[src/perm_enum_pkg.sv]
// Shared types and constants for the permutation enumerator.
package perm_enum_pkg;

  localparam int SIZE_W  = 4;
  localparam int WORD_W  = 32;
  localparam int INDEX_W = 16;
  localparam int NIB_W   = 4;
  localparam logic [SIZE_W-1:0] SIZE_RESET = 4'd4;

  // controller -> datapath
  typedef struct packed {
    logic restart;   // load the first arrangement
    logic miss;      // this request finds nothing
    logic advance;   // start a backtrack at the deepest level
    logic back;      // one backtrack step
    logic fill;      // one refill step
    logic load;      // write the result register
  } cmd_t;

  // datapath -> controller
  typedef struct packed {
    logic walk_done;
    logic at_last;
    logic back_found;
    logic at_bottom;  // depth is 1
    logic at_top;     // depth equals N
  } status_t;

endpackage

[src/perm_enum_ctrl.sv]
// Sequencer for requests: accept, backtrack, refill, result hand-off.
module perm_enum_ctrl (
  input  logic                    clk,
  input  logic                    rst,
  input  logic                    in_valid,
  output logic                    in_stall,
  input  logic                    restart,
  output logic                    out_valid,
  input  logic                    out_stall,
  output perm_enum_pkg::cmd_t     cmd,
  input  perm_enum_pkg::status_t  status
);
  import perm_enum_pkg::*;

  typedef enum logic [3:0] {
    S_IDLE   = 4'b0001,
    S_BACK   = 4'b0010,
    S_FILL   = 4'b0100,
    S_FINISH = 4'b1000
  } state_t;

  state_t state, state_next;
  logic   out_valid_next;

  assign in_stall = (state != S_IDLE);

  always_comb begin
    state_next     = state;
    cmd            = '0;
    out_valid_next = out_valid;
    if (out_valid && !out_stall) begin
      out_valid_next = 1'b0;
    end
    unique case (state)
      S_IDLE: begin
        if (in_valid) begin
          if (restart) begin
            cmd.restart = 1'b1;
            state_next  = S_FINISH;
          end else if (status.walk_done || status.at_last) begin
            cmd.miss   = 1'b1;
            state_next = S_FINISH;
          end else begin
            cmd.advance = 1'b1;
            state_next  = S_BACK;
          end
        end
      end
      S_BACK: begin
        cmd.back = 1'b1;
        if (status.back_found) begin
          state_next = status.at_top ? S_FINISH : S_FILL;
        end else if (status.at_bottom) begin
          state_next = S_FINISH;
        end
      end
      S_FILL: begin
        cmd.fill = 1'b1;
        if (status.at_top) begin
          state_next = S_FINISH;
        end
      end
      S_FINISH: begin
        if (!out_valid || !out_stall) begin
          cmd.load       = 1'b1;
          out_valid_next = 1'b1;
          state_next     = S_IDLE;
        end
      end
      default: begin
        state_next = S_IDLE;
      end
    endcase
  end

  always_ff @(posedge clk) begin
    if (rst) begin
      state     <= S_IDLE;
      out_valid <= 1'b0;
    end else begin
      state     <= state_next;
      out_valid <= out_valid_next;
    end
  end

endmodule

[src/perm_enum_dp.sv]
// Walk state: level per position, stack of chosen positions, free mask, result register.
module perm_enum_dp #(
  parameter int MAX_POSITIONS = 8
) (
  input  logic                                 clk,
  input  logic                                 rst,
  input  logic                                 cfg_we,
  input  logic [perm_enum_pkg::SIZE_W-1:0]     cfg_wdata,
  input  perm_enum_pkg::cmd_t                  cmd,
  output perm_enum_pkg::status_t               status,
  output logic [perm_enum_pkg::WORD_W-1:0]     perm_word,
  output logic [perm_enum_pkg::INDEX_W-1:0]    perm_index,
  output logic                                 is_final,
  output logic                                 exhausted
);
  import perm_enum_pkg::*;

  localparam int NW = $clog2(MAX_POSITIONS + 1);
  localparam int PW = (MAX_POSITIONS > 1) ? $clog2(MAX_POSITIONS) : 1;
  localparam int DW = $clog2(MAX_POSITIONS + 2);
  localparam int WORD_POS = WORD_W / NIB_W;
  localparam int OUT_POS  = (MAX_POSITIONS < WORD_POS) ? MAX_POSITIONS : WORD_POS;

  logic [SIZE_W-1:0]  size;
  logic               walk_done, walk_done_next;
  logic               miss, miss_next;
  logic [DW-1:0]      depth, depth_next;
  logic [INDEX_W-1:0] count, count_next;
  logic [NW-1:0]      level [MAX_POSITIONS];
  logic [NW-1:0]      level_next [MAX_POSITIONS];
  logic [PW-1:0]      stack [MAX_POSITIONS];
  logic [PW-1:0]      stack_next [MAX_POSITIONS];
  logic [MAX_POSITIONS-1:0] free, free_next;

  logic [NW-1:0]            n;
  logic [DW-1:0]            depth_m1;
  logic [PW-1:0]            slot;
  logic [PW-1:0]            p;
  logic [MAX_POSITIONS-1:0] above_mask, low_mask;
  logic [PW:0]              above_hit, low_hit;
  logic                     at_last;
  logic [WORD_W-1:0]        word_pack;

  function automatic logic [PW:0] lowest(input logic [MAX_POSITIONS-1:0] m);
    logic [PW:0] res;
    res = '0;
    for (int i = MAX_POSITIONS - 1; i >= 0; i--) begin
      if (m[i]) res = {1'b1, PW'(i)};
    end
    return res;
  endfunction

  // out-of-range sizes clamp to 1..MAX_POSITIONS
  assign n = (size == '0) ? NW'(1) :
             (size > SIZE_W'(MAX_POSITIONS)) ? NW'(MAX_POSITIONS) : NW'(size);

  assign depth_m1 = depth - DW'(1);
  assign slot     = depth_m1[PW-1:0];
  assign p        = stack[slot];

  always_comb begin
    for (int i = 0; i < MAX_POSITIONS; i++) begin
      above_mask[i] = free[i] && (PW'(i) > p) && (NW'(i) < n);
      low_mask[i]   = free[i] && (NW'(i) < n);
    end
  end

  assign above_hit = lowest(above_mask);
  assign low_hit   = lowest(low_mask);

  // last arrangement: level d sits at position n-d for every level
  always_comb begin
    logic [NW-1:0] tgt;
    at_last = 1'b1;
    for (int k = 0; k < MAX_POSITIONS; k++) begin
      tgt = n - NW'(k) - NW'(1);
      if ((NW'(k) < n) && (stack[k] != tgt[PW-1:0])) at_last = 1'b0;
    end
  end

  always_comb begin
    word_pack = '0;
    for (int i = 0; i < OUT_POS; i++) begin
      word_pack[NIB_W*i +: NIB_W] = NIB_W'(level[i]);
    end
  end

  assign status.walk_done  = walk_done;
  assign status.at_last    = at_last;
  assign status.back_found = above_hit[PW];
  assign status.at_bottom  = (depth == DW'(1));
  assign status.at_top     = (depth == DW'(n));

  always_comb begin
    level_next     = level;
    stack_next     = stack;
    free_next      = free;
    depth_next     = depth;
    count_next     = count;
    miss_next      = miss;
    walk_done_next = walk_done;

    if (cmd.restart) begin
      for (int i = 0; i < MAX_POSITIONS; i++) begin
        level_next[i] = (NW'(i) < n) ? NW'(i + 1) : '0;
        stack_next[i] = (NW'(i) < n) ? PW'(i) : '0;
      end
      free_next      = '0;
      depth_next     = DW'(n);
      count_next     = '0;
      miss_next      = 1'b0;
      walk_done_next = 1'b0;
    end
    if (cmd.miss) begin
      miss_next = 1'b1;
    end
    if (cmd.advance) begin
      depth_next = DW'(n);
      miss_next  = 1'b0;
    end
    if (cmd.back) begin
      level_next[p] = '0;
      free_next[p]  = 1'b1;
      if (above_hit[PW]) begin
        level_next[above_hit[PW-1:0]] = NW'(depth);
        stack_next[slot]              = above_hit[PW-1:0];
        free_next[above_hit[PW-1:0]]  = 1'b0;
        depth_next                    = depth + DW'(1);
        count_next                    = count + INDEX_W'(1);
      end else begin
        depth_next = depth_m1;
        if (depth == DW'(1)) miss_next = 1'b1;
      end
    end
    if (cmd.fill) begin
      level_next[low_hit[PW-1:0]] = NW'(depth);
      stack_next[slot]            = low_hit[PW-1:0];
      free_next[low_hit[PW-1:0]]  = 1'b0;
      depth_next                  = depth + DW'(1);
    end
    if (cmd.load && miss) begin
      walk_done_next = 1'b1;
      depth_next     = '0;
    end
    if (cfg_we) begin
      walk_done_next = 1'b1;
      depth_next     = '0;
    end
  end

  always_ff @(posedge clk) begin
    if (rst) begin
      size      <= SIZE_RESET;
      walk_done <= 1'b1;
      miss      <= 1'b0;
      depth     <= '0;
      count     <= '0;
      free      <= '0;
      for (int i = 0; i < MAX_POSITIONS; i++) begin
        level[i] <= '0;
        stack[i] <= '0;
      end
    end else begin
      if (cfg_we) size <= cfg_wdata;
      walk_done <= walk_done_next;
      miss      <= miss_next;
      depth     <= depth_next;
      count     <= count_next;
      free      <= free_next;
      level     <= level_next;
      stack     <= stack_next;
    end
  end

  // result register, payload only
  always_ff @(posedge clk) begin
    if (cmd.load) begin
      if (miss) begin
        perm_word  <= '0;
        perm_index <= '0;
        is_final   <= 1'b0;
        exhausted  <= 1'b1;
      end else begin
        perm_word  <= word_pack;
        perm_index <= count;
        is_final   <= at_last;
        exhausted  <= 1'b0;
      end
    end
  end

endmodule

[src/permutation_enumerator.sv]
// Top level of the permutation enumerator: controller plus walk datapath.
//
// Each request either restarts the walk (restart=1) and returns the first of the N!
// arrangements, or returns the next arrangement in recursive-visit order, with its ordinal
// and a last flag; after the last one, or after reset or a size write, an advance request
// returns exhausted=1 with all other fields zero. N is the written size clamped to
// 1..MAX_POSITIONS; writing it ends the current walk. A restart or an exhausted answer goes
// from accept straight to the state that loads the result register. An advance first
// backtracks from the deepest level, which never moves, to the first level that can take a
// higher free position, then refills the deeper levels, one stack level per cycle. A new
// request is taken while the previous result waits in the output register.
module permutation_enumerator #(
  parameter int MAX_POSITIONS = 8
) (
  input  logic                               clk,
  input  logic                               rst,
  input  logic                               cfg_we,
  input  logic [perm_enum_pkg::SIZE_W-1:0]   cfg_wdata,
  input  logic                               in_valid,
  output logic                               in_stall,
  input  logic                               restart,
  output logic                               out_valid,
  input  logic                               out_stall,
  output logic [perm_enum_pkg::WORD_W-1:0]   perm_word,
  output logic [perm_enum_pkg::INDEX_W-1:0]  perm_index,
  output logic                               is_final,
  output logic                               exhausted
);
  import perm_enum_pkg::*;

  cmd_t    cmd;
  status_t status;

  perm_enum_ctrl u_ctrl (
    .clk       (clk),
    .rst       (rst),
    .in_valid  (in_valid),
    .in_stall  (in_stall),
    .restart   (restart),
    .out_valid (out_valid),
    .out_stall (out_stall),
    .cmd       (cmd),
    .status    (status)
  );

  perm_enum_dp #(
    .MAX_POSITIONS (MAX_POSITIONS)
  ) u_dp (
    .clk        (clk),
    .rst        (rst),
    .cfg_we     (cfg_we),
    .cfg_wdata  (cfg_wdata),
    .cmd        (cmd),
    .status     (status),
    .perm_word  (perm_word),
    .perm_index (perm_index),
    .is_final   (is_final),
    .exhausted  (exhausted)
  );

endmodule
[config.mk]
export PLATFORM = sky130hd
export DESIGN_NAME = permutation_enumerator
export DESIGN_NICKNAME = d
export VERILOG_FILES = /design/src/perm_enum_pkg.sv /design/src/perm_enum_ctrl.sv /design/src/perm_enum_dp.sv /design/src/permutation_enumerator.sv
export SDC_FILE = /design/constraint.sdc
export NUM_CORES = 1
export LEC_CHECK = 0
export BUFFER_PORTS_ARGS = -buffer_cell sky130_fd_sc_hd__buf_2
export CAP_MARGIN = 20
export CELL_PAD_IN_SITES_DETAIL_PLACEMENT = 0
export CELL_PAD_IN_SITES_GLOBAL_PLACEMENT = 2
export CORE_UTILIZATION = 41
export DETAILED_ROUTE_END_ITERATION = 10
export GPL_ROUTABILITY_DRIVEN = 0
export PLACE_DENSITY = 0.89
export SETUP_SLACK_MARGIN = 0.15
export SLEW_MARGIN = 20
export SYNTH_ARGS = -nofsm -noshare
export SYNTH_HDL_FRONTEND = slang
export SYNTH_SLANG_ARGS = --single-unit
[constraint.sdc]
create_clock -name clk -period 9.1 [get_ports clk]
set_input_delay 1.82 -clock clk [delete_from_list [all_inputs] [get_ports clk]]
set_output_delay 1.82 -clock clk [all_outputs]
set_load 0.05 [all_outputs]
==> out/metrics.csv <==
metric,value,unit
Mapped Area,0.007770,sq mm
drt first pass iters,6,
"Arr. time, crit path",5.43,ns
Routed Antenna Nets,0,
Std-Cell Core Area,0.01827,sq mm
Seq cells post-synth,145,
max-slew violation count,0,
hold crit path type,flip-flop to flip-flop,
mux share of post-synthesis cell area,6.377,%
max_cap viols,0,
CTS resizes,0,
routed wire length,23360,microns
H-Tree Depth,4,
highest metal used,met4,
Hold WS,0.4594,ns
CTS Buf Count,17,
PortBufs,61,
drt first-iter violations,712,
Cell Pwr Density,173.6,mW/mm^2
Cell Rows,49,
Critical Path Fanout Max,17,
grt ovf,0,
M1 WL,10360,microns
number of flops mapped to enable cells by yosys,50,
Post-Layout Cell Count,1132,
Syn. warnings,0,
Vias,6924,
P&R area growth vs syn,13.99,%
CTS tree,done,
number of global-route vias before repair,6587,
Comb power frac,8.6,%
Max Freq,0.1967,GHz
post-route minimum period,5.084,ns
met2 wire length,10480,microns
Worst Tran Pin Value,1.169,ns
Total Power,1538,uW
Syn Area/Cell,9.109,sq um
setup TNS,0,ns
clk_lat worst skew,0.43,ns
Crit. End Element,flip-flop,
switching power,399.2,uW
initial antenna violation count,0,
FILL cells,1768,
fin nets,909,
Chip Width,139.7,microns
clock share of power,46.1,%
DR DRC count,0,
Avg WL per Cell,20.63,microns
Longest Clk Path Bufs,2,
WL met3,1646,microns
CTS Sinks,145,
Post-Syn Nets,872,
Die Area,0.01951,sq mm
switch share,25.96,%
sequential fraction of the synthesis area,43.80,%
Tcrit/Tclk final,55.87,%
leakage,0.003435,uW
dpl cells,1100,
largest net degree at the start of global routing,60,
root buf cell,clkbuf_16,
final hold vios,0,
cell-internal power,1139,uW
Seq pwr share,45.2,%
fraction of layout cells with a size suffix above 1,15.28,%
Die Ht,139.7,microns
Clock Skew,0.009693,ns
Final Setup Violations,0,
Setup Buffers After CTS,0,
relative slew slack,21.46,%
Initial Util,42.53,%
largest family of logic cells by synthesized area,compound AO/OA/AOI/OAI gates,
global-route wire length before repair,36620,microns
DP Wirelength,16450,microns
outcome,finished clean,
hold buffers post-CTS,0,
total track usage,24.34,%
Peak VDD IR,0.0001224,V
Synth Area in Simple Gates,20.35,%
Post-Synth XOR/XNOR Area,2.850,%
compound-cell area share of the yosys netlist,21.48,%
Crit path required time,9.45,ns
Post-Synth Adder-Cell Area,1.449,%
diode count,0,
startpoint types,flip-flop,
clock slew at reported path FFs,0.06,ns
post-synthesis cell type count,74,
RSZ-0062 raised after global routing,no,
Ports,62,
Vias/cell,6.117,
Mapped Cells,853,
Crit Path Category,flip-flop to flip-flop,
ys async rst share,0,%
Synth Flop Type,dfxtp_1,
-- cells in the final DEF, fill, tap and decap left out, types with 17 or more instances in the layout --
cell	count
clkbuf_16	17
nand2_1	74
nand3_1	33
nor2b_1	51
dfxtp_1	94
a31oi_1	19
buf_2	61
inv_1	18
nor3_1	30
edfxtp_1	50
nor2_1	56
o21ai_0	46
mux2i_1	36
a21oi_1	64
-- synthesized netlist by cell type (3+ instances only) --
| library cell | count | share of area (%) |
|---|---|---|
| dfxtp_1 | 95 | 24 |
| nand2_1 | 74 | 3.6 |
| a21oi_1 | 65 | 4.2 |
| nor2_1 | 56 | 2.7 |
| nor2b_1 | 51 | 4.1 |
| edfxtp_1 | 50 | 19 |
| clkbuf_1 | 46 | 2.2 |
| o21ai_0 | 46 | 3.0 |
| mux2i_1 | 36 | 4.6 |
| nand3_1 | 33 | 2.1 |
| nor3_1 | 30 | 1.9 |
| a31oi_1 | 19 | 1.5 |
| inv_1 | 18 | 0.87 |
| a21o_1 | 15 | 1.4 |
| and3_1 | 15 | 1.2 |
| o211ai_1 | 11 | 1.1 |
| xor2_1 | 11 | 1.2 |
| a211oi_1 | 10 | 0.97 |
| nand2b_1 | 10 | 0.81 |
| ha_1 | 9 | 1.4 |
| xnor2_1 | 9 | 1.0 |
| buf_2 | 7 | 0.45 |
| or2_2 | 7 | 0.56 |
| or3_1 | 7 | 0.56 |
| mux2_2 | 6 | 0.87 |
| o32ai_1 | 6 | 0.68 |
| a221oi_1 | 5 | 0.56 |
| a22oi_1 | 5 | 0.48 |
| a41oi_1 | 5 | 0.56 |
| nand4_1 | 5 | 0.40 |
| nor3b_1 | 5 | 0.48 |
| nor4b_1 | 5 | 0.56 |
| o21a_1 | 5 | 0.48 |
| o31ai_1 | 5 | 0.48 |
| a32oi_1 | 4 | 0.45 |
| nor4_1 | 4 | 0.32 |
| o22a_1 | 4 | 0.45 |
| o22ai_1 | 4 | 0.32 |
| or4b_2 | 4 | 0.52 |
| a211o_1 | 3 | 0.34 |
| mux4_2 | 3 | 0.87 |
| o2111ai_1 | 3 | 0.34 |
| o311ai_0 | 3 | 0.34 |
| o32a_1 | 3 | 0.39 |
-- state kept, by name (all words and copies together) (netlist names) --
register and flops:
u_ctrl.out_valid 1, u_ctrl.state 4, u_dp.count 16, u_dp.depth 4, u_dp.exhausted 1, u_dp.free 8, u_dp.is_final 1, u_dp.level 32
u_dp.miss 1, u_dp.perm_index 16, u_dp.perm_word 32, u_dp.size 4, u_dp.stack 24, u_dp.walk_done 1
-- cells by family after synthesis --
group	after synthesis
mux	45
fa+ha+maj	9
compound gates	247
buf+inv	74
simple gates	311
flops	145
xor+xnor	22
-- power by group through the flow --
stage / logic [uW] / clock network (uW) / registers [uW]
floorplan: 96.3 / 0 / 706
finish: 133 / 709 / 695
global route: 144 / 745 / 697
CTS: 131 / 720 / 696
global placement: 128 / 0 / 709
detailed placement: 130 / 0 / 710
-- worst paths after layout --
check                      start             end  slack [ns]  depth (start not counted)
hold reg to reg   u_dp.level[19]  u_dp.level[19]        0.46                          2
setup reg to reg   u_dp.depth[1]   u_dp.count[2]        4.02                         10
hold / removal    u_dp.level[19]  u_dp.level[19]        0.46                          2
setup / recovery   u_dp.depth[1]   u_dp.count[2]        4.02                         10
-- worst max-delay path, cell delays in order (launching register included) --
cell	delay (ns)
dfxtp_1	0.51
inv_1	0.18
ha_1	0.28
xor2_1	0.57
mux2_2	0.45
a211oi_2	0.70
o21ai_0	0.31
a221o_1	0.48
o21ai_2	0.64
nand2_1	0.55
a31oi_1	0.32
-- routing by layer --
layer / track usage (%) / up-vias
met1: 31.99 / 3310
met5: 0 / -
met3: 5.403 / 55
met4: 11.34 / 0
met2: 38.09 / 303
li1: - / 3256
-- cell type report --
| cell class | count | area, sq um | area share, % |
|---|---|---|---|
| multi-input combinational | 634 | 4109 | 46.39 |
| tap | 229 | 286.5 | 3.235 |
| timing repair buffer | 73 | 395.4 | 4.464 |
| clock inverter | 13 | 147.6 | 1.667 |
| clock buffer | 19 | 442.9 | 5.001 |
| inverter | 19 | 71.32 | 0.8052 |
| sequential | 145 | 3405 | 38.44 |
-- through the flow --
stage / utilization, % / setup WS [ns] / cell area [sq um]
after floorplan: - / 4.009 / 7770
after global placement: 45.25 / 4.466 / 8267
after detailed placement: 45.25 / 4.135 / 8267
after CTS: 48.48 / 4.076 / 8857
after global routing: 48.48 / 3.609 / 8857
final: 48.48 / 4.016 / 8857
Power figures use the tool's default switching activity.
